## src/rtl/dlpg_pkg.sv

```systemverilog
// dlpg_pkg: shared types and constants of the dotted line point generator.
// Depends on nothing; used by every module in rtl/.
package dlpg_pkg;

  localparam int unsigned MaxDots  = 64;
  localparam int unsigned CoordW   = 16;
  localparam int unsigned SizeW    = 12;
  localparam int unsigned ColorW   = 24;
  localparam int unsigned DiffW    = 17;  // end minus start
  localparam int unsigned SqW      = 35;  // dx*dx + dy*dy
  localparam int unsigned LenW     = 18;  // isqrt of SqW bits
  localparam int unsigned StepW    = 13;  // size + gap
  localparam int unsigned DivW     = 37;  // dividend width of the shared divider
  localparam int unsigned CntW     = $clog2(MaxDots);
  localparam int unsigned InDataW  = 112;
  localparam int unsigned OutDataW = 72;

  typedef enum logic [2:0] {
    ST_IDLE,
    ST_SQRT,
    ST_CNT,
    ST_DIVX,
    ST_DIVY,
    ST_EMIT,
    ST_END
  } state_e;

  // handshake between sequencer and the shared divider
  typedef struct packed {
    logic             start;
    logic [DivW-1:0]  num;
    logic [LenW-1:0]  den;
  } div_req_t;

  typedef struct packed {
    logic             done;
    logic [DivW-1:0]  quo;
  } div_rsp_t;

endpackage

```

## src/rtl/dlpg_isqrt.sv

```systemverilog
// dlpg_isqrt: bit-pair iterative floor square root, two result bits per
// cycle pair. Depends on dlpg_pkg.
module dlpg_isqrt (
  input  logic                     clk_i,
  input  logic                     rst_ni,
  input  logic                     start_i,
  input  logic [dlpg_pkg::SqW-1:0] rad_i,
  output logic                     done_o,
  output logic [dlpg_pkg::LenW-1:0] root_o
);
  import dlpg_pkg::*;

  localparam int unsigned Steps = LenW;
  localparam int unsigned RemW  = LenW + 2;

  logic [2*LenW-1:0]        rad_q, rad_d;
  logic [RemW-1:0]          rem_q, rem_d;
  logic [LenW-1:0]          root_q, root_d;
  logic [$clog2(Steps+1)-1:0] cnt_q, cnt_d;
  logic                     busy_q, busy_d;
  logic [RemW-1:0]          trial;
  logic [RemW-1:0]          rem_sh;

  // one result bit per cycle
  always_comb begin
    rad_d  = rad_q;
    rem_d  = rem_q;
    root_d = root_q;
    cnt_d  = cnt_q;
    busy_d = busy_q;
    rem_sh = {rem_q[RemW-3:0], rad_q[2*LenW-1 -: 2]};
    trial  = {root_q, 2'b01};
    if (start_i) begin
      rad_d  = {{(2*LenW-SqW){1'b0}}, rad_i};
      rem_d  = '0;
      root_d = '0;
      cnt_d  = '0;
      busy_d = 1'b1;
    end else if (busy_q) begin
      rad_d = {rad_q[2*LenW-3:0], 2'b00};
      if (rem_sh >= trial) begin
        rem_d  = rem_sh - trial;
        root_d = {root_q[LenW-2:0], 1'b1};
      end else begin
        rem_d  = rem_sh;
        root_d = {root_q[LenW-2:0], 1'b0};
      end
      cnt_d = cnt_q + 1'b1;
      if (cnt_q == ($clog2(Steps+1))'(Steps - 1)) busy_d = 1'b0;
    end
  end

  always_ff @(posedge clk_i or negedge rst_ni) begin
    if (!rst_ni) begin
      busy_q <= 1'b0;
      cnt_q  <= '0;
    end else begin
      busy_q <= busy_d;
      cnt_q  <= cnt_d;
    end
  end

  always_ff @(posedge clk_i) begin
    rad_q  <= rad_d;
    rem_q  <= rem_d;
    root_q <= root_d;
  end

  assign done_o = busy_q && !busy_d;
  assign root_o = root_d;

`ifndef SYNTHESIS
  a_no_restart: assert property (@(posedge clk_i) disable iff (!rst_ni)
    busy_q |-> !start_i) else $error("isqrt restarted while busy");
  a_done_once: assert property (@(posedge clk_i) disable iff (!rst_ni)
    done_o |=> !done_o) else $error("isqrt done held");
  a_cnt_range: assert property (@(posedge clk_i) disable iff (!rst_ni)
    busy_q |-> cnt_q < ($clog2(Steps+1))'(Steps)) else $error("isqrt count overrun");
`endif
endmodule

```

## config.mk

```make
export PLATFORM = sky130hd
export DESIGN_NAME = dlpg_isqrt
export DESIGN_NICKNAME = d
export VERILOG_FILES = /design/src/rtl/dlpg_pkg.sv /design/src/rtl/dlpg_isqrt.sv
export SDC_FILE = /design/constraint.sdc
export NUM_CORES = 1
export LEC_CHECK = 0
export BUFFER_PORTS_ARGS = -buffer_cell sky130_fd_sc_hd__buf_2
export CAP_MARGIN = 25
export CORE_MARGIN = 3
export CORE_UTILIZATION = 52
export DETAILED_ROUTE_END_ITERATION = 8
export HOLD_SLACK_MARGIN = 0.05
export PLACE_DENSITY = 0.76
export SLEW_MARGIN = 0
export SYNTH_ARGS = -nofsm -noshare
export SYNTH_HDL_FRONTEND = slang
export SYNTH_SLANG_ARGS = --single-unit
```

## constraint.sdc

```tcl
create_clock -name clk_i -period 2.2 [get_ports clk_i]
set_input_delay 0.11 -clock clk_i [delete_from_list [all_inputs] [get_ports clk_i]]
set_output_delay 0.11 -clock clk_i [all_outputs]
set_load 0.02 [all_outputs]
```

== Word level (Yosys, flattened, before mapping) ==
Cells that the tools add are included.

* Flip-flop bits (word level): 78
* Bits of input ports: 38
* Output and inout port bits: 19
* Word-level logic and storage cells: 24

* $add $sub $neg: 2
* $lt $le $gt $ge: 1
* Eq/ne operators: 1
* Muxes and demuxes: 11
* Reductions and logical operators: 3

{| class="wikitable"
|+ Operator list
! cell !! number
|-
| $mux W35 || 2
|-
| $mux W18 || 3
|-
| $ge A20 B20 Y1 || 1
|-
| $sub A18 B18 Y18 || 1
|-
| $mux W5 || 2
|-
| $add A5 B1 Y5 const B || 1
|-
| $eq A5 B5 Y1 const B || 1
|-
| $mux W1 || 4
|-
| $reduce_bool A2 Y1 || 1
|-
| $logic_and A1 B1 Y1 || 1
|-
| $logic_not A1 Y1 || 1
|}

== Logic depth before layout (Yosys ltp) ==
Gate-level depths: netlist of run 1.

* Word-level depth: 6
* Gate-level depth with buffers: 11
* Depth with buffers taken out: 9

== Least setup slack after synthesis of run 1 ==
OpenSTA, ideal clock, no wires.

* Kind: register to register
* From: register root_q[9]
* To: register root_q[0]
* Arrival time: 2394 ps
* Path slack: -379 ps
* Cell stages (with the launch flop): 10
* Buffers on the path: 1
* Clock period less this slack: 2579 ps
* Cells stage by stage: dfxtp_1 inv_1 ha_1 nand2_2 nor2_4 nand3_2 o41ai_4 nor3_4 buf_4 a211oi_1

* Cells in the longest elaborated chain, start to end: 4

{| class="wikitable"
|+ Ends and longest elaborated chain
! what !! line !! text
|-
| start: declaration || dlpg_isqrt.sv:18 || <nowiki>logic [LenW-1:0] root_q, root_d;</nowiki>
|-
| start signal: assignment || dlpg_isqrt.sv:66 || <nowiki>root_q <= root_d;</nowiki>
|-
| $ge A20 B20 Y1 || dlpg_isqrt.sv:41 || <nowiki>if (rem_sh >= trial) begin</nowiki>
|-
| $mux W1 || dlpg_isqrt.sv:41 ||
|-
| $mux W18 || dlpg_isqrt.sv:39 || <nowiki>end else if (busy_q) begin</nowiki>
|-
| $mux W18 || dlpg_isqrt.sv:33 || <nowiki>if (start_i) begin</nowiki>
|-
| named net root_o, one bit || dlpg_isqrt.sv:9 || <nowiki>output logic [dlpg_pkg::LenW-1:0] root_o</nowiki>
|}

The timed path passes the listed nets, and every way through them passes these cells.
A chain may end at the register's enable or synchronous reset.

== Worst setup path after layout of run 1 ==
* From: register root_q[7]
* To: register rem_q[14]

* Cells in the longest elaborated chain, start to end: 2

{| class="wikitable"
|+ Ends and longest elaborated chain
! what !! line !! text
|-
| $sub A18 B18 Y18 / $ge A20 B20 Y1 (equally long branches) || dlpg_isqrt.sv:42, dlpg_isqrt.sv:41 ||
|-
| $mux W18 (*) || dlpg_isqrt.sv:41 ||
|-
| end signal: assignment || dlpg_isqrt.sv:65 || <nowiki>rem_q <= rem_d;</nowiki>
|-
| end: declaration || dlpg_isqrt.sv:17 || <nowiki>logic [RemW-1:0] rem_q, rem_d;</nowiki>
|}

Every way passes the cells marked *; elsewhere a longest branch is shown, timed or not.

==> flow_metrics.tcl, run 1 <==
set metrics [dict create \
    die-area_sq_um 9220 \
    ir_worst_vdd_mv 0.882 \
    layout.area.seq_sq_um 1970 \
    cp_max_fo 8 \
    synth_top_area_share_pct 24.9 \
    numCtsBuffers 9 \
    cts_root_buf "clkbuf_8" \
    hpwl_microns 6160 \
    numPortBuffers 56 \
    multi_input_area_sq_um 2520 \
    ys_ff_latch 78 \
    wl_microns 12100 \
    skew_ns 0.0152 \
    nNetsFinal 596 \
    clockPowerShare_pct 14.2 \
    cts.sinks 78 \
    cts-root-to-sink-buffers 2 \
    synth_area_leader_cell "edfxtp_1" \
    fin_ws_ns -0.313 \
    cp.required_ns 2.46 \
    synthTopCellsByArea "edfxtp_1, dfxtp_1, mux2_2" \
    synth.most_common_cell "nor2_1" \
    grt-ovfl-total 0 \
    tightest_slew_ns 0.835 \
    clk_latency_ns 0.37 \
    ys.warnings.count 0 \
    powerDensity_nw_per_um2 1350 \
    cts_tree "done" \
    total_leakage_power_nw 2.60 \
    core_sq_um 7810 \
    seq_power_share_pct 23.9 \
    drt-wirelength-per-cell_microns 18.7 \
    synth_cell_types 51 \
    gp_congestion 0.953 \
    track_usage_pct 24.1 \
    timing.final.crit_share_pct 114 \
    antenna_found_initial 0 \
    synth.avg_cell_area_sq_um 10.6 \
    status "complete, but fails checks" \
    rows 32 \
    gr-usage-met1_pct 29.6 \
    via_count 3691 \
    yosysSeqAreaShare_pct 46.1 \
    combPwrFrac_pct 62.0 \
    violations "setup timing" \
    io_pins 57 \
    drive_gt1_share_pct 47.1 \
    grt_pass1_vias 3571 \
    p_int_mw 4.91 \
    grt-busiest-layer "met2" \
    postRouteAntennaNets 0 \
    synth_edf_count 35 \
    die_w_microns 96.0 \
    switching_share_pct 39.7 \
    drtPass1Iterations 5 \
    maxCapViolCount 0 \
    finalSetupViolations 19 \
    hold_viol 0 \
    p_sw_mw 3.23 \
    syn_nets 456 \
    path_clk_slew_ns 0.09 \
    syn_inst 396 \
    grt_max_degree 84 \
    vias_per_cell 5.74 \
    start_kind "register" \
    hp-class "in -> reg" \
    pre_cts_ws_ns -0.125 \
    slew_viol_final 0 \
    async_flop_share_pct 7.69 \
    area_growth_pct 43.3 \
    synth_commonest_cells "nor2_1, dfxtp_1, edfxtp_1, mux2_2, mux2i_1" \
    use_met2_pct 41.3 \
    die_h_microns 96.0 \
    min_period_ns 2.51 \
    endpoint_kind "register" \
    relSlewSlack_pct 44.3 \
    syn_area_sq_um 4220 \
    num_antenna_cells 0 \
    drc 0 \
    fill_cells 498 \
    drt_iter0_drc 230 \
    ctsHtreeMaxLevel 3 \
    dpl_cell_area_sq_um 4910 \
    rsz0062_at_grt "true" \
    start_util_pct 54.0 \
    groute.layer.met3.usage_pct 4.93 \
    grt_pass1_wl_microns 17000 \
    fin_area_sq_um 6040 \
    path_class "reg -> reg" \
    fmax_mhz 398 \
    worst-endpoint-arrival_ns 2.77 \
    synth-main-ff-cell "dfxtp_1" \
]
timing repair:
item                                    in CTS  in global routing
endpoints found under the setup margin      19                 19
hold buffers                                25                  2
cloned                                       0                  0
pin swaps                                   28                 14
hold endpoints to repair                    30                  2
gates resized for setup                     61                 39
setup buffers                               15                  7
logic make-up after synthesis:
kind of cell,synth area share (%)
fa+ha+maj,6.53
xor+xnor,3.95
simple gates,11.1
mux,16.2
compound gates,11.8
flops,46.1
buf+inv,4.36
placed cells by master, fill, tap and decap left out, drive strengths merged, types with 3 or more instances in the layout:
cell type and count:
nand2b 6, a211oi 16, xnor2 8, a31oi 5
nand4 5, xor2 11, a21oi 20, mux2 33
clkbuf 9, dlygate4sd3 27, o211ai 5, nand3 3
mux2i 31, nor3 4, inv 25, nor2 49
dfxtp 37, nand2 16, edfxtp 35, clkinv 4
o21ai 9, ha 22, dfrtp 6, a21o 4
o21a 3, buf 123
layout make-up:
class / instances / share of cell area, %
Multi-Input combinational cell: 273 / 41.7
Sequential cell: 78 / 32.6
Timing Repair Buffer: 150 / 18.7
Tap cell: 102 / 2.11
Clock buffer: 9 / 2.05
Inverter: 24 / 1.49
Clock inverter: 7 / 1.37
path summary, 6_finish.rpt:
path	from	cells past startpoint	slack, ns	to
worst max-delay path	root_q[7]	13	-0.31	rem_q[14]
worst min-delay path	rad_i[32]	2	0.06	rad_q[32]
worst max register to register	root_q[7]	13	-0.31	rem_q[14]
worst min register to register	root_q[14]	2	0.54	root_q[14]
max in group asynchronous	rst_ni	2	1.93	busy_q
min in group asynchronous	rst_ni	2	0.11	cnt_q[2]
worst max-delay path, stage by stage (launching register included):
cell	delay, ns
dfxtp_2	0.36
inv_2	0.06
ha_4	0.25
buf_4	0.14
a21oi_4	0.16
o21ai_2	0.08
a31oi_2	0.25
nor2_2	0.09
nor3_4	0.18
buf_12	0.13
buf_4	0.13
buf_12	0.16
mux2i_1	0.10
a211oi_1	0.30
flip-flops by register name, indices dropped and copies added, names as in the netlist:
| register | count |
|---|---|
| root_q | 18 |
| rad_q | 36 |
| rem_q | 18 |
| busy_q | 1 |
| cnt_q | 5 |
per-layer routing:
metal	share of wire (%)	wire length [microns]
met1	39	4690
met5	0	0
met4	4.3	522
met3	4.9	594
met2	52	6240
stage by stage:
step | std cells | hold WS (ns) | total power [mW] | utilization [%] | TNS (ns)
floorplan | 396 | -0.186 | 4.15 | - | 0
global placement | 578 | -0.0575 | 5.06 | 62.9 | -0.0826
detailed placement | 578 | -0.0581 | 5.15 | 62.9 | -0.904
CTS | 634 | 0.0517 | 7.06 | 74.0 | -2.04
global route | 643 | 0.0502 | 8.51 | 77.4 | -5.79
finish | 643 | 0.0573 | 8.15 | 77.4 | -3.79
power groups by stage:
stage	Sequential [mW]	Clock [mW]	Combinational, mW
detailed placement	1.89	0	3.26
global route	1.96	1.22	5.33
global placement	1.88	0	3.18
CTS	1.90	1.16	4.01
floorplan	1.86	0	2.29
finish	1.94	1.16	5.05
Note: power is estimated with default switching activity, not from simulation.
==> inputs of run 2 (changes only) <==
--- a/config.mk
+++ b/config.mk
@@ -5,7 +5,7 @@
 export SDC_FILE = /design/constraint.sdc
 export NUM_CORES = 1
 export LEC_CHECK = 0
-export BUFFER_PORTS_ARGS = -buffer_cell sky130_fd_sc_hd__buf_2
+export BUFFER_PORTS_ARGS = -buffer_cell sky130_fd_sc_hd__buf_4
 export CAP_MARGIN = 25
 export CORE_MARGIN = 3
 export CORE_UTILIZATION = 52
==> run 2 against run 1 <==
Compared with the run above: setup slack better by 0.034 ns; largest cell class unchanged; clock skew down 0.0032 ns; via count up 5.4%; the flow still finishes with violations (setup timing); power up 6.2%; flip-flop and latch count unchanged; non-clock buffer count up 1; final area up 4.0%; worst hold slack worse by 0.018 ns; critical path depth down 4.
==> flow_metrics.tcl, run 2 (synthesis results as in run 1) <==
set metrics [dict create \
    grt_pass1_wl_microns 17800 \
    cts-root-to-sink-buffers 2 \
    skew_ns 0.0120 \
    cts_root_buf "clkbuf_8" \
    largestRegisters "rad_q (36), rem_q (18), root_q (18)" \
    final_util_pct 80.4 \
    crit_family "compound AO/OA/AOI/OAI gates" \
    fin_ws_ns -0.279 \
    postRouteAntennaNets 0 \
    nNetsFinal 597 \
    finalSetupViolations 19 \
    die_h_microns 96.0 \
    rsz0062_at_grt "true" \
    antenna_found_initial 0 \
    rows 32 \
    die-area_sq_um 9220 \
    numPortBuffers 56 \
    ir_worst_vdd_mv 0.684 \
    pre_cts_ws_ns -0.117 \
    hp-class "in -> reg" \
    vias_per_cell 6.04 \
    path_class "reg -> out" \
    drc 0 \
    drt-wirelength-per-cell_microns 21.2 \
    cp.required_ns 2.09 \
    fmax_mhz 403 \
    status "complete, but fails checks" \
    relSlewSlack_pct 62.9 \
    drtPass1Iterations 5 \
    path_clk_slew_ns 0.09 \
    io_pins 57 \
    violations "setup timing" \
    cp_slowest_cell "o41ai_4" \
    cts_tree "done" \
    wl_microns 13700 \
    cts.sinks 78 \
    drt_iter0_drc 303 \
    grt_max_degree 46 \
    tightest_slew_ns 0.556 \
    clk_latency_ns 0.38 \
    cp_max_fo 4 \
    grt_pass1_vias 3699 \
    start_util_pct 54.0 \
    fill_cells 437 \
    largest_reg_flops 36 \
    path_buf_inv 4 \
    cp_slowest_stage_delay_ns 0.39 \
    grt-ovfl-total 0 \
    via_count 3890 \
    total_leakage_power_nw 2.69 \
    hpwl_microns 6950 \
    ctsHtreeMaxLevel 3 \
    final_common_cell "buf_4" \
    numCtsBuffers 9 \
    gp_congestion 0.920 \
    timing.final.crit_share_pct 113 \
    cpMostUsedCell "buf_6" \
    worst-endpoint-arrival_ns 2.37 \
    hold_viol 0 \
    min_period_ns 2.48 \
    final_cell_mix "buf_4, nor2_1, edfxtp_1, mux2_2, mux2i_1" \
    slew_viol_final 0 \
    track_usage_pct 25.3 \
    powerDensity_nw_per_um2 1380 \
    core_sq_um 7810 \
    dp_cells 590 \
    area_growth_pct 48.9 \
    drive_gt1_share_pct 50.4 \
    critical_path.cell_chain "inv_1 > ha_4 > buf_4 > nand3_2 > o41ai_4 > nor3_4 > buf_6 > a211oi_4 > buf_6" \
    start_kind "register" \
    endpoint_kind "primary output" \
    max_flop_register "rad_q" \
    final_cells 644 \
    hold_ws_ns 0.0397 \
    die_w_microns 96.0 \
    num_antenna_cells 0 \
    maxCapViolCount 0 \
]
-- run 2: worst register-to-register path, cell delays in order, from the launching register on --
cell,delay (ns)
dfxtp_1,0.35
inv_1,0.08
ha_4,0.32
buf_4,0.14
o211ai_1,0.15
o21ai_2,0.19
o2111ai_1,0.13
buf_4,0.18
o21ai_1,0.24
xor2_1,0.29
mux2i_4,0.11
a211oi_1,0.20
-- run 2: final timing paths --
path,slack (ns),to,startpoint,depth (start not counted)
worst max register to register,-0.27,rem_q[13],root_q[0],11
worst max-delay path,-0.28,root_o[0],root_q[0],9
worst min register to register,0.53,rem_q[3],rem_q[3],2
min in group asynchronous,0.08,cnt_q[2],rst_ni,2
max in group asynchronous,1.98,busy_q,rst_ni,2
worst min-delay path,0.04,rad_q[22],rad_i[22],2
-- run 2: cell type report --
type	count	area, sq um	share of cell area (%)
clock buffers	9	124	1.97
flip-flops and latches	78	1960	31.3
repair buffers	151	1270	20.3
well taps	102	128	2.03
clock inverters	7	80.1	1.28
multi-input cells	273	2620	41.7
inverters	24	90.1	1.43
-- run 2: repair_timing --
action / in CTS / in global routing
gates resized for setup: 38 / 81
endpoints found under the setup margin: 17 / 20
pin swaps: 16 / 32
hold endpoints to repair: 24 / 1
hold buffers: 19 / 1
buffers inserted: 12 / 7
-- run 2: metrics by stage --
step / total power [mW] / cell area (sq um) / setup TNS (ns)
5_1_grt: 8.93 / 6280 / -4.95
2_1_floorplan: 4.15 / 4230 / 0
3_3_place_gp: 5.13 / 5140 / -0.0677
3_5_place_dp: 5.20 / 5140 / -0.533
4_1_cts: 6.90 / 5810 / -1.43
6_report: 8.65 / 6280 / -3.68
-- run 2: layer usage --
metal	track usage (%)	vias up	share of wire, %
met1	31.5	1897	37
met4	10.9	0	5.4
met2	42.6	208	51
met5	0	-	0
li1	-	1710	-
met3	4.69	75	6.4
-- run 2: power by group --
part,internal (mW),switching (mW),total [mW]
Clock,0.543,0.634,1.18
Combinational,2.82,2.71,5.52
Sequential,1.74,0.204,1.95
Total,5.10,3.55,8.65
