File: src/rtl/dlpg_pkg.sv
// dlpg_pkg: shared types and constants of the dotted line point generator.
// Depends on nothing; used by every module in rtl/.
package dlpg_pkg;

  localparam int unsigned MaxDots  = 64;
  localparam int unsigned CoordW   = 16;
  localparam int unsigned SizeW    = 12;
  localparam int unsigned ColorW   = 24;
  localparam int unsigned DiffW    = 17;  // end minus start
  localparam int unsigned SqW      = 35;  // dx*dx + dy*dy
  localparam int unsigned LenW     = 18;  // isqrt of SqW bits
  localparam int unsigned StepW    = 13;  // size + gap
  localparam int unsigned DivW     = 37;  // dividend width of the shared divider
  localparam int unsigned CntW     = $clog2(MaxDots);
  localparam int unsigned InDataW  = 112;
  localparam int unsigned OutDataW = 72;

  typedef enum logic [2:0] {
    ST_IDLE,
    ST_SQRT,
    ST_CNT,
    ST_DIVX,
    ST_DIVY,
    ST_EMIT,
    ST_END
  } state_e;

  // handshake between sequencer and the shared divider
  typedef struct packed {
    logic             start;
    logic [DivW-1:0]  num;
    logic [LenW-1:0]  den;
  } div_req_t;

  typedef struct packed {
    logic             done;
    logic [DivW-1:0]  quo;
  } div_rsp_t;

endpackage

File: src/rtl/dlpg_div.sv
// dlpg_div: restoring divider, one quotient bit per cycle.
// Depends on dlpg_pkg.
module dlpg_div (
  input  logic               clk_i,
  input  logic               rst_ni,
  input  dlpg_pkg::div_req_t req_i,
  output dlpg_pkg::div_rsp_t rsp_o
);
  import dlpg_pkg::*;

  localparam int unsigned RemW = LenW + 1;

  logic [DivW-1:0]          quo_q, quo_d;
  logic [RemW-1:0]          rem_q, rem_d;
  logic [LenW-1:0]          den_q, den_d;
  logic [$clog2(DivW+1)-1:0] cnt_q, cnt_d;
  logic                     busy_q, busy_d;
  logic                     done_q, done_d;
  logic [RemW:0]            rem_sh;

  // shift-subtract step
  always_comb begin
    quo_d  = quo_q;
    rem_d  = rem_q;
    den_d  = den_q;
    cnt_d  = cnt_q;
    busy_d = busy_q;
    done_d = 1'b0;
    rem_sh = {rem_q, quo_q[DivW-1]};
    if (req_i.start) begin
      quo_d  = req_i.num;
      rem_d  = '0;
      den_d  = req_i.den;
      cnt_d  = '0;
      busy_d = 1'b1;
    end else if (busy_q) begin
      if (rem_sh >= {2'b00, den_q}) begin
        rem_d = RemW'(rem_sh - {2'b00, den_q});
        quo_d = {quo_q[DivW-2:0], 1'b1};
      end else begin
        rem_d = RemW'(rem_sh);
        quo_d = {quo_q[DivW-2:0], 1'b0};
      end
      cnt_d = cnt_q + 1'b1;
      if (cnt_q == ($clog2(DivW+1))'(DivW - 1)) begin
        busy_d = 1'b0;
        done_d = 1'b1;
      end
    end
  end

  always_ff @(posedge clk_i or negedge rst_ni) begin
    if (!rst_ni) begin
      busy_q <= 1'b0;
      done_q <= 1'b0;
      cnt_q  <= '0;
    end else begin
      busy_q <= busy_d;
      done_q <= done_d;
      cnt_q  <= cnt_d;
    end
  end

  always_ff @(posedge clk_i) begin
    quo_q <= quo_d;
    rem_q <= rem_d;
    den_q <= den_d;
  end

  // done is registered: it rises in the cycle after the last step, quotient held in quo_q
  assign rsp_o.done = done_q;
  assign rsp_o.quo  = quo_q;

`ifndef SYNTHESIS
  a_no_restart: assert property (@(posedge clk_i) disable iff (!rst_ni)
    busy_q |-> !req_i.start) else $error("divider restarted while busy");
  a_nonzero_den: assert property (@(posedge clk_i) disable iff (!rst_ni)
    req_i.start |-> req_i.den != '0) else $error("divide by zero");
  a_done_once: assert property (@(posedge clk_i) disable iff (!rst_ni)
    rsp_o.done |=> !rsp_o.done) else $error("divider done held");
`endif
endmodule

File: config.mk
export PLATFORM = sky130hd
export DESIGN_NAME = dlpg_div
export DESIGN_NICKNAME = d
export VERILOG_FILES = /design/src/rtl/dlpg_pkg.sv /design/src/rtl/dlpg_div.sv
export SDC_FILE = /design/constraint.sdc
export NUM_CORES = 1
export LEC_CHECK = 0
export BUFFER_PORTS_ARGS = -buffer_cell sky130_fd_sc_hd__buf_2
export CORE_ASPECT_RATIO = 0.9
export CORE_MARGIN = 1.5
export CORE_UTILIZATION = 30
export CTS_CLUSTER_DIAMETER = 200
export DETAILED_ROUTE_END_ITERATION = 8
export SYNTH_ARGS = -nofsm -noshare
export SYNTH_HDL_FRONTEND = slang
export SYNTH_SLANG_ARGS = --single-unit
File: constraint.sdc
create_clock -name clk_i -period 2.3 [get_ports clk_i]
set_input_delay 0.23 -clock clk_i [delete_from_list [all_inputs] [get_ports clk_i]]
set_output_delay 0.23 -clock clk_i [all_outputs]
set_load 0.01 [all_outputs]
* Word-level counts from Yosys, hierarchy flattened
Cells that the tools add are included.
** Word-level totals
- Input bits :: 58
- RAM bits :: 0
- Logic and storage cells :: 23
- Output and inout port bits :: 38
- Bits in read-only memories :: 0
- Bits in latches :: 0
- Memories kept :: 0
- Register bits :: 82
** Cells by class
- Shift operators :: 0
- Div/mod/pow operators :: 0
- Reductions and logical operators :: 1
- $lt $le $gt $ge :: 1
- Mux-type cells :: 12
- Multipliers :: 0
- $add $sub $neg :: 2
- Bitwise operators :: 0
- Eq/ne operators :: 1
** Operators by type and width (number)
- $mux 37 :: 2
- $ge 20x18->1 :: 1
- $mux 19 :: 1
- $sub 19x18->19 :: 1
- $mux 6 :: 2
- $mux 1 :: 7
- $add 6x1->6 const B :: 1
- $eq 6x6->1 const B :: 1
- $reduce_bool 2->1 :: 1

* Longest topological paths before layout
Gate-level depths: netlist of run 1.
- Depth in word-level cells :: 4
- Mapped depth :: 12
- Mapped depth without buffers :: 10

* Worst setup path after synthesis of run 1
No wires, ideal clock.
- Kind :: reg2reg
- From :: register quo_q[36]
- To :: register rem_q[12]
- Required time :: 2.221 ns
- Path buffers :: 0
- Library setup time :: 0.079 ns
- Slack :: -0.254 ns
- Arrival time :: 2.475 ns
- Period minus slack after synthesis :: 2.554 ns
- Cell stages (with the launch flop) :: 11
- Path through :: edfxtp_1 -> inv_1 -> ha_1 -> fa_1 -> nand2b_1 -> a211oi_1 -> o21bai_1 -> a21oi_2 -> nand2_2 -> or4_1 -> o211ai_1
** Between the ends
- Word-level cells in the longest chain between the ends :: 2
- Elaborated cells on any way between the ends :: 3
- Classes of those cells :: add/sub (1); order compare (1); mux (1)
** Ends and longest elaborated chain
- start: declaration :: RTL line dlpg_div.sv:13 : logic [DivW-1:0] quo_q, quo_d;
- start signal: assignment :: RTL line dlpg_div.sv:65 : quo_q <= quo_d;
- $sub 19x18->19 or $ge 20x18->1 (tied branches) :: RTL line dlpg_div.sv:38, dlpg_div.sv:37
- $mux 19 * :: RTL line dlpg_div.sv:37 : if (rem_sh >= {2'b00, den_q}) begin
- end signal: assignment :: RTL line dlpg_div.sv:66 : rem_q <= rem_d;
- end: declaration :: RTL line dlpg_div.sv:14 : logic [RemW-1:0] rem_q, rem_d;
Every way passes the cells marked *; elsewhere a longest branch is shown, timed or not.
A chain may end at the register's enable or synchronous reset.

* Final worst setup path of run 1
Same ends and word-level chain as after synthesis.

==> key figures, run 1 <==
Setup path
  – Worst path arrival time: 2700 ps
  – Worst path slowest cell: or4_1
  – CP peak stage delay: 470 ps
  – Cells on worst reg2reg path: 11
  – Critical-path cell list: inv_1 > ha_4 > fa_2 > nand2b_4 > a211oi_4 > o21bai_1 > a21oi_2 > buf_6 > nand2_2 > or4_1 > o211ai_1
  – Peak fanout along the critical path: 5
  – Data required time of the critical path: 2570 ps
  – Critical Path Sink Type: register
  – Setup crit start kind: register
  – R2r setup slk: -120 ps
  – Reg-to-reg critical path endpoint: rem_q[12]$_SDFFE_PP0P_
  – Crit Path Category: register to register
  – Worst flop-to-flop path startpoint: quo_q[36]$_DFFE_PP_

Yosys
  – Seq/Total Area, Yosys: 0.513
  – Synth Cell Area: between 4000 and 5000 sq um
  – Synth top area share: 0.380
  – Post-Synthesis Cells: 392
  – FF+latch count, synth: ~80
  – Cell variety after synth: 51
  – Post-synth EDFFs: 55
  – Syn_area_per_cell: between 10 and 15 sq um
  – Post-synth top area cell: edfxtp_1
  – Syn Nets: 471
  – Synth area leaders: edfxtp_1, mux2_2, dfxtp_1, ha_1, dfrtp_1
  – Ys async rst share: 0.0976
  – Warnings, synthesis: 0
  – Post-synth top flop: edfxtp_1

Power and ir drop
  – VDD IR-drop max: 0.000378 V
  – Power per cell area: 627 nW/um^2
  – Leak Pwr: 0.00260 uW

Floorplanning
  – Die H: 117 um
  – Die X: between 100 and 150 um
  – # IOs: 96
  – Core box area: 14100 sq um
  – FP Rows: 41
  – Starting Density: 0.308
  – Total die area: approximately 15000 sq um

GRT
  – Gr ovfl total: 0
  – Largest net degree at the start of global routing: 37
  – Vias in the first global route: 3525
  – Initial antenna violation count: 0
  – First-pass GRT wire length: ~17000 um
  – GRT Overall Usage: 0.145

Detailed routing
  – DRT iter0 DRCs: 146
  – Vias: approximately 3500
  – Mean routed wirelength per cell: 14.1 um
  – DRC violations left: 0
  – Routed WL: 10500 um
  – Final ANT Viol Nets: 0
  – Via density: 4.66
  – First-pass DRT Iterations: 4

Clock network
  – Clock sink count: 82
  – Clock buffer depth: 2
  – CTS Buf Count: 9
  – Worst-Skew Late Latency: 340 ps
  – H-tree depth: 3
  – CTS tree: yes
  – Clk slew on worst S/H paths: 60 ps
  – Root buffer cell: clkbuf_16

Worst hold path
  – Hold Path Origin: req_i[7]
  – Type of the tightest min-delay check: input pin to register
  – Hold Path Sink: den_q[7]$_DFFE_PP_
  – Hold depth: 1

Timing
  – RSZ-0062 raised after global routing: true
  – Tightest Pin Transition: 403 ps
  – Clock Skew: 5.14 ps
  – Fin. Hold Viols: 0
  – Setup TNS Final: -818 ps
  – Final period utilization: 1.05
  – Final worst setup slack: -124 ps
  – Min Tclk post-route: between 2000 and 2500 ps
  – Relative slew slack: 0.732
  – Final setup fails: 14
  – Max frequency: 413 MHz
  – Final Max Slew Viols: 0

Job
  – Max-cap viol count: 0

Placed design
  – Port Buf Inserts: 95
  – Post-detail-place hpwl: 7340 um
  – Placement Cell Area: 5420 sq um
  – Placer Congestion: roughly 0.83

Layout
  – Final #Nets: 621
  – Share of post-route cells with drive strength above 1: 0.450
  – Final antenna diode count: 0
  – Commonest non-fill, non-tap cell in the layout: buf_2
  – Post-route cell area: about 6000 sq um
  – Area Overhead vs Synth: 37.9%
  – Most frequent cells in the layout: buf_2, edfxtp_1, buf_4
  – # fillers: 1348

Outcome
  – Failing checks: negative setup slack
  – Outcome: finished, violations left
-- timing repair --
item / in CTS / in global routing
setup buffers: 3 / 5
hold endpoints to repair: 8 / 0
setup endpoints to repair: 19 / 20
hold buffers: 1 / 0
resized for setup: 13 / 33
pin swaps: 11 / 10
gates cloned: 0 / 1
-- how the worst max path moves through the flow --
stage                             start                endpoint  slack (ps)  cells after the start
floorplan           quo_q[36]$_DFFE_PP_  rem_q[12]$_SDFFE_PP0P_        -100                     10
global placement    quo_q[36]$_DFFE_PP_   rem_q[7]$_SDFFE_PP0P_         -80                     11
global route         den_q[0]$_DFFE_PP_  rem_q[12]$_SDFFE_PP0P_        -250                     10
finish              quo_q[36]$_DFFE_PP_  rem_q[12]$_SDFFE_PP0P_        -120                     11
CTS                  den_q[0]$_DFFE_PP_  rem_q[12]$_SDFFE_PP0P_        -100                      9
detailed placement  quo_q[36]$_DFFE_PP_   rem_q[7]$_SDFFE_PP0P_        -130                     11
-- state kept, by name (all words and copies together), names as in the netlist --
register  count
quo_q        37
rem_q        19
den_q        18
cnt_q         6
busy_q        1
done_q        1
-- through the flow --
step | std cells | total power [uW] | util | hold WS, ps | worst slack, ps
5_1_grt | 740 | 3930 | 0.425 | 40.2 | -251
3_5_place_dp | 714 | 2280 | 0.384 | 85.9 | -130
4_1_cts | 734 | 3790 | 0.413 | 36.8 | -98.7
6_report | 740 | 3760 | 0.425 | 56.7 | -124
3_3_place_gp | 714 | 2270 | 0.384 | 77.4 | -77.0
2_1_floorplan | 392 | 2050 | - | -65.6 | -103
-- area by class of cell --
type                       count  area, sq um  area share
inverter                      22         82.6      0.0138
multi-input combinational    268         2120       0.353
clock inverter                 6         73.8      0.0123
sequential                    82         2230       0.372
tap                          193          241      0.0403
clock buffer                  10          229      0.0382
timing repair buffer         159         1020       0.170
-- cell families (layout without fill, tap and decap cells) --
kind of cell,after synthesis,after routing,synth area share
compound gates,82,82,0.120
xor+xnor,14,14,0.0282
fa+ha+maj,21,21,0.0621
buf+inv,42,197,0.0446
flops,82,82,0.513
mux,46,46,0.117
simple gates,105,105,0.115
-- cell usage after synthesis, types with 2 or more instances --
library cell	number
mux2i_1	8
nand2b_1	5
nor2_1	39
o21ai_1	6
nand4_1	4
xnor2_1	10
o211ai_1	5
buf_1	2
nand2_1	31
dfrtp_1	8
ha_1	20
a21o_1	6
o21a_1	5
buf_4	3
inv_1	22
buf_6	3
a21oi_1	24
mux2_2	38
a211oi_1	10
o21bai_1	2
dfxtp_1	19
nor2b_1	3
o21ai_0	13
xor2_1	4
edfxtp_1	55
o31a_1	2
and3_1	5
buf_2	2
clkbuf_1	10
or3_1	2
nand3_1	6
-- power by group --
group	switching, uW	internal [uW]	total, uW
clock	609	854	1460
combinational	266	291	557
sequential	53.2	1690	1740
-- critical path: cells and delay by family (launching register included) --
kind | cells | cell delay [ps]
fa+ha+maj | 2 | 500
flops | 1 | 360
compound gates | 4 | 600
simple gates | 3 | 680
buf+inv | 2 | 210
-- metal layers --
metal,GRT usage,up-vias,part of all wire
met2,0.224,89,0.44
met1,0.193,1631,0.48
met3,0.0373,13,0.054
li1,-,1719,-
met5,0,-,0
met4,0.0652,0,0.018
(Power assumes the default switching activity.)
==> inputs of run 2 (changes only) <==
--- a/config.mk
+++ b/config.mk
@@ -6,11 +6,14 @@
 export NUM_CORES = 1
 export LEC_CHECK = 0
 export BUFFER_PORTS_ARGS = -buffer_cell sky130_fd_sc_hd__buf_2
+export CELL_PAD_IN_SITES_DETAIL_PLACEMENT = 0
+export CELL_PAD_IN_SITES_GLOBAL_PLACEMENT = 2
 export CORE_ASPECT_RATIO = 0.9
 export CORE_MARGIN = 1.5
 export CORE_UTILIZATION = 30
 export CTS_CLUSTER_DIAMETER = 200
 export DETAILED_ROUTE_END_ITERATION = 8
+export PLACE_DENSITY_LB_ADDON = 0.1
 export SYNTH_ARGS = -nofsm -noshare
 export SYNTH_HDL_FRONTEND = slang
 export SYNTH_SLANG_ARGS = --single-unit
==> run 2 against run 1 <==
Compared with the run above: the run still ends with negative setup slack left; clock skew up 3.9 ps; largest power group unchanged; routed wire length up 8.8%; critical path depth up 1; first-iteration DRC count up 40%; design area up 0.44%; largest cell class unchanged; worst setup slack worse by 0.66 ps.
==> key figures, run 2 (same netlist as run 1, synthesis figures left out) <==
Layout
  – Most frequent cells in the layout: buf_2, buf_4, edfxtp_1
  – Final antenna diode count: 0 (unchanged)
  – Max reg flops: 37 (unchanged)
  – Area Overhead vs Synth: 38.5%
  – # fillers: 1420 (+5.3%)
  – Share of post-route cells with drive strength above 1: 0.461 (+0.0117)
  – Reg with most FFs: quo_q
  – Largest regs: quo_q (37), rem_q (19), den_q (18)
  – Core Util, Final: 0.427 (+0.00186)
  – Final #Nets: 631 (+1.6%)
  – Commonest non-fill, non-tap cell in the layout: buf_2

Detailed routing
  – First-pass DRT Iterations: 4 (unchanged)
  – Mean routed wirelength per cell: 15.2 um (+7.3%)
  – DRT iter0 DRCs: 204 (+40%)
  – Via density: 4.59 (-1.6%)
  – Final ANT Viol Nets: 0 (unchanged)
  – Vias: 3442 (-0.29%)
  – Routed WL: 11400 um (+8.8%)
  – DRC violations left: 0 (unchanged)

Setup path
  – Critical Path Sink Type: register
  – Crit Path Category: register to register
  – R2r setup slk: -120 ps (about the same)
  – Worst flop-to-flop path startpoint: quo_q[36]$_DFFE_PP_
  – Crit path from: quo_q[36]$_DFFE_PP_
  – Cells on worst reg2reg path: 12 (+1)
  – Reg-to-reg critical path endpoint: rem_q[7]$_SDFFE_PP0P_
  – Peak fanout along the critical path: 4 (-1)
  – Data required time of the critical path: 2580 ps (about the same)
  – Worst path arrival time: 2700 ps (about the same)
  – Critical path endpoint: rem_q[7]$_SDFFE_PP0P_
  – Setup crit start kind: register

Power and ir drop
  – Total power: 3700 uW (-1.7%)
  – VDD IR-drop max: 0.000479 V (+27%)
  – Power per cell area: 614 nW/um^2 (-2.1%)
  – Leak Pwr: 0.00261 uW (+0.30%)

Timing
  – Final worst setup slack: -124 ps (-0.656 ps)
  – Final setup fails: 15 (+1)
  – RSZ-0062 raised after global routing: true
  – Relative slew slack: 0.723 (-0.00908)
  – Clock Skew: 9.09 ps (+3.94 ps)
  – Tightest Pin Transition: 415 ps (+12.6 ps)
  – Final Max Slew Viols: 0 (unchanged)
  – Max frequency: 412 MHz (about the same)
  – Fin. Hold Viols: 0 (unchanged)
  – Min Tclk post-route: 2420 ps (+0.656 ps)
  – Hold Slack: 55.7 ps (-0.956 ps)
  – Final period utilization: 1.05 (about the same)

Placed design
  – Placer Congestion: 0.776 (-6.8%)
  – Post-detail-place hpwl: 8190 um (+12%)
  – Port Buf Inserts: 95 (unchanged)

Clock network
  – Clk slew on worst S/H paths: 70 ps (about the same)
  – Worst-Skew Late Latency: 350 ps (about the same)
  – Root buffer cell: clkbuf_16
  – CTS Buf Count: 9 (unchanged)
  – Clock sink count: 82 (unchanged)
  – Clock buffer depth: 2 (unchanged)
  – H-tree depth: 3 (unchanged)
  – CTS tree: yes

Worst hold path
  – Hold depth: 1 (unchanged)
  – Type of the tightest min-delay check: input pin to register

Floorplanning
  – Die H: 117 um (unchanged)
  – Die X: 130 um (unchanged)
  – Total die area: 15200 sq um (unchanged)
  – FP Rows: 41 (unchanged)
  – Starting Density: 0.308 (unchanged)
  – # IOs: 96 (unchanged)
  – Core box area: 14100 sq um (unchanged)

GRT
  – GRT Overall Usage: 0.159 (+0.0133)
  – Vias in the first global route: 3500 (-0.71%)
  – Gr ovfl total: 0 (unchanged)
  – First-pass GRT wire length: 18200 um (+7.1%)
  – Initial antenna violation count: 0 (unchanged)
  – Largest net degree at the start of global routing: 27 (-27%)

Outcome
  – Outcome: finished, violations left
  – Failing checks: negative setup slack

Job
  – Max-cap viol count: 0 (unchanged)
-- run 2: critical path, stage by stage (launching register included) --
cell	delay, ps
edfxtp_1	340
inv_1	50
ha_2	190
fa_2	340
nand2b_4	160
a211oi_4	240
o21bai_1	120
a21oi_2	200
buf_4	160
buf_6	110
nor3b_1	40
or3_1	300
a21oi_1	110
-- run 2: worst min path at each step --
stage	from	endpoint	slack [ps]
global placement	rst_ni	cnt_q[4]$_DFFE_PN0P_	80
detailed placement	rst_ni	cnt_q[3]$_DFFE_PN0P_	90
global route	req_i[6]	den_q[6]$_DFFE_PP_	40
CTS	req_i[8]	den_q[8]$_DFFE_PP_	40
finish	req_i[6]	den_q[6]$_DFFE_PP_	60
floorplan	rst_ni	busy_q$_DFF_PN0_	-70
-- run 2: metal layers --
metal | global-route usage | routed length (um) | vias up
met5 | 0 | 0 | -
met2 | 0.247 | 5050 | 88
met4 | 0.0400 | 103 | 0
met1 | 0.203 | 5340 | 1607
met3 | 0.0682 | 895 | 6
li1 | - | - | 1741
-- run 2: report_power, final --
part | internal, uW | switching (uW)
Sequential | 1690 | 49.8
Clock | 802 | 615
Combinational | 281 | 262
-- run 2: area by class of cell --
| class | instances | area, sq um | share of cell area |
|---|---|---|---|
| Sequential cell | 82 | 2230 | 0.370 |
| Multi-Input combinational cell | 268 | 2100 | 0.349 |
| Timing Repair Buffer | 169 | 1080 | 0.179 |
| Clock buffer | 11 | 254 | 0.0422 |
| Tap cell | 193 | 241 | 0.0401 |
| Inverter | 22 | 82.6 | 0.0137 |
| Clock inverter | 5 | 37.5 | 0.00623 |
-- run 2: what timing repair did --
action | CTS | global route
hold buffers | 1 | 0
endpoints found under the hold margin | 8 | 0
cloned | 2 | 0
gates resized for setup | 26 | 17
pin swaps | 16 | 10
buffers inserted | 8 | 4
setup endpoints to repair | 19 | 20
-- run 2: stage by stage --
| stage | TNS, ps | worst slack [ps] | cells | area, sq um |
|---|---|---|---|---|
| global placement | -1500 | -162 | 720 | 5440 |
| finish | -972 | -124 | 750 | 6030 |
| floorplan | -311 | -103 | 392 | 4380 |
| detailed placement | -2280 | -209 | 720 | 5440 |
| global route | -3460 | -253 | 750 | 6030 |
| CTS | -1090 | -121 | 747 | 5940 |
==> inputs of run 3 (changes only) <==
--- a/config.mk
+++ b/config.mk
@@ -5,7 +5,6 @@
 export SDC_FILE = /design/constraint.sdc
 export NUM_CORES = 1
 export LEC_CHECK = 0
-export BUFFER_PORTS_ARGS = -buffer_cell sky130_fd_sc_hd__buf_2
 export CELL_PAD_IN_SITES_DETAIL_PLACEMENT = 0
 export CELL_PAD_IN_SITES_GLOBAL_PLACEMENT = 2
 export CORE_ASPECT_RATIO = 0.9
@@ -13,7 +12,9 @@
 export CORE_UTILIZATION = 30
 export CTS_CLUSTER_DIAMETER = 200
 export DETAILED_ROUTE_END_ITERATION = 8
+export DONT_BUFFER_PORTS = 1
 export PLACE_DENSITY_LB_ADDON = 0.1
+export SETUP_SLACK_MARGIN = 0.02
 export SYNTH_ARGS = -nofsm -noshare
 export SYNTH_HDL_FRONTEND = slang
 export SYNTH_SLANG_ARGS = --single-unit
==> run 3 against run 2 <==
Compared with the run above: the flow still finishes with violations (negative setup slack); sequential power rose by 3%; design area down 5.3%; die area stayed put; routed wire length is 1.9% lower; flip-flop and latch count unchanged; fmax decreased by 1.5%; power up 1.2%; critical endpoint is now quo_q[0]$_DFFE_PP_; largest cell class unchanged; largest power group unchanged.
==> key figures, run 3 (same netlist as run 1, synthesis figures left out) <==
Clock network
  – Worst-Skew Late Latency: 360 ps (about the same)
  – Root buffer cell: clkbuf_16
  – H-tree depth: 3 (unchanged)
  – Clk slew on worst S/H paths: 70 ps (about the same)
  – Clock buffer depth: 2 (unchanged)
  – CTS tree: yes
  – CTS Buf Count: 9 (unchanged)
  – Clock sink count: 82 (unchanged)

Layout
  – # fillers: 1372 (-3.4%)
  – Most frequent cells in the layout: buf_4, edfxtp_1, nor2_1
  – Share of post-route cells with drive strength above 1: 0.317 (-0.144)
  – Max reg flops: 37 (unchanged)
  – Final antenna diode count: 0 (unchanged)
  – Area Overhead vs Synth: 31.2%
  – Post-Layout Cell Count: 666 (-11%)
  – Commonest non-fill, non-tap cell in the layout: buf_4
  – Reg with most FFs: quo_q
  – Final #Nets: 547 (-13%)
  – Post-route cell area: 5710 sq um (-5.3%)
  – Largest regs: quo_q (37), rem_q (19), den_q (18)

Power and ir drop
  – Power per cell area: 656 nW/um^2 (+6.8%)
  – Leak Pwr: 0.00231 uW (-11%)
  – VDD IR-drop max: 0.000366 V (-24%)

Timing
  – Fin. Hold Viols: 0 (unchanged)
  – RSZ-0062 raised after global routing: true
  – Relative slew slack: 0.703 (-0.0194)
  – Final Max Slew Viols: 0 (unchanged)
  – Clock Skew: 6.96 ps (-2.12 ps)
  – Final worst setup slack: -160 ps (-35.8 ps)
  – Setup TNS Final: -1560 ps (-589 ps)
  – Hold Slack: 46.8 ps (-8.91 ps)
  – Min Tclk post-route: 2460 ps (+35.8 ps)
  – Tightest Pin Transition: 434 ps (+19.0 ps)
  – Final setup fails: 16 (+1)
  – Max frequency: 406 MHz (-1.5%)
  – Final period utilization: 1.07 (+0.0156)

Detailed routing
  – Via density: 4.78 (+4.1%)
  – DRC violations left: 0 (unchanged)
  – Routed WL: 11200 um (-1.9%)
  – Vias: 3181 (-7.6%)
  – Mean routed wirelength per cell: 16.8 um (+10%)
  – Final ANT Viol Nets: 0 (unchanged)
  – First-pass DRT Iterations: 4 (unchanged)
  – DRT iter0 DRCs: 159 (-22%)

Setup path
  – Worst flop-to-flop path startpoint: den_q[12]$_DFFE_PP_
  – Worst path slowest cell: edfxtp_1
  – Crit path from: den_q[12]$_DFFE_PP_
  – Crit path buf inv count: 4 (+1)
  – Crit Path Category: register to register
  – Critical-path cell list: inv_1 > ha_4 > and3_1 > a221o_1 > nor4b_2 > a21oi_2 > buf_4 > buf_6 > buf_8 > mux2_2
  – Critical Path Sink Type: register
  – Peak fanout along the critical path: 9 (+5)
  – Setup crit start kind: register
  – Worst path arrival time: 2570 ps (-130 ps)
  – CP delay by family, top: buffers and inverters
  – CP peak stage delay: 360 ps (+20 ps)
  – Data required time of the critical path: 2410 ps (-170 ps)

Outcome
  – Failing checks: negative setup slack
  – Outcome: finished, violations left

Floorplanning
  – Die H: 117 um (unchanged)
  – Total die area: 15200 sq um (unchanged)
  – FP Rows: 41 (unchanged)
  – Starting Density: 0.308 (unchanged)
  – Die X: 130 um (unchanged)
  – # IOs: 96 (unchanged)
  – Core box area: 14100 sq um (unchanged)

GRT
  – First-pass GRT wire length: 17500 um (-3.5%)
  – Initial antenna violation count: 0 (unchanged)
  – Vias in the first global route: 3331 (-4.8%)
  – Gr ovfl total: 0 (unchanged)
  – GRT Overall Usage: 0.155 (-0.00308)
  – Largest net degree at the start of global routing: 44 (+63%)

Placed design
  – Port Buf Inserts: 0 (-100%)
  – Placement Cell Area: 4940 sq um (-9.1%)
  – DP Worst Slack: -220 ps (-11.2 ps)
  – Post-detail-place hpwl: 7640 um (-6.7%)
  – Placer Congestion: 0.777 (+0.10%)
  – Dpl cells: 620 (-14%)

Job
  – Max-cap viol count: 0 (unchanged)

Worst hold path
  – Hold Path Origin: req_i[55]
  – Type of the tightest min-delay check: input pin to register
[run 3: final cells by class]
class	instances	area, sq um	share of cell area
flip-flops and latches	82	2230	0.391
multi-input cells	268	2100	0.368
inverters	22	82.6	0.0145
repair buffers	85	741	0.130
clock buffers	9	225	0.0394
clock inverters	7	87.6	0.0153
well taps	193	241	0.0423
[run 3: through the flow]
step / utilization / power [uW]
2_1_floorplan: - / 2050
3_3_place_gp: 0.350 / 2150
3_5_place_dp: 0.350 / 2150
4_1_cts: 0.397 / 3800
5_1_grt: 0.405 / 3900
6_report: 0.405 / 3740
[run 3: path summary, 6_finish.rpt]
path,slack [ps],end,depth (start not counted)
worst max-delay path,-160,quo_q[0]$_DFFE_PP_,10
worst min-delay path,50,rem_q[7]$_SDFFE_PP0P_,2
worst max register to register,-160,quo_q[0]$_DFFE_PP_,10
worst min register to register,500,rem_q[18]$_SDFFE_PP0P_,2
max in group asynchronous,1770,cnt_q[0]$_DFFE_PN0P_,1
min in group asynchronous,240,cnt_q[4]$_DFFE_PN0P_,1
[run 3: timing repair]
action	CTS	global route
buffers inserted	3	6
resized for setup	22	15
pin swaps	12	6
hold endpoints to repair	57	0
cloned	1	0
hold buffers	20	0
endpoints found under the setup margin	20	20
[run 3: per-layer routing]
layer  vias to the layer above  part of all wire  track usage
li1                       1567                 -            -
met1                      1508              0.49        0.206
met2                        95              0.43        0.228
met3                        11             0.073       0.0700
met4                         0             0.012       0.0467
met5                         -                 0            0
[run 3: power breakdown]
group / internal (uW) / leakage (uW) / switching [uW]
Combinational: 218 / 0.00133 / 183
Clock: 873 / 0.000155 / 683
Sequential: 1690 / 0.000828 / 96.1
Total: 2780 / 0.00231 / 962
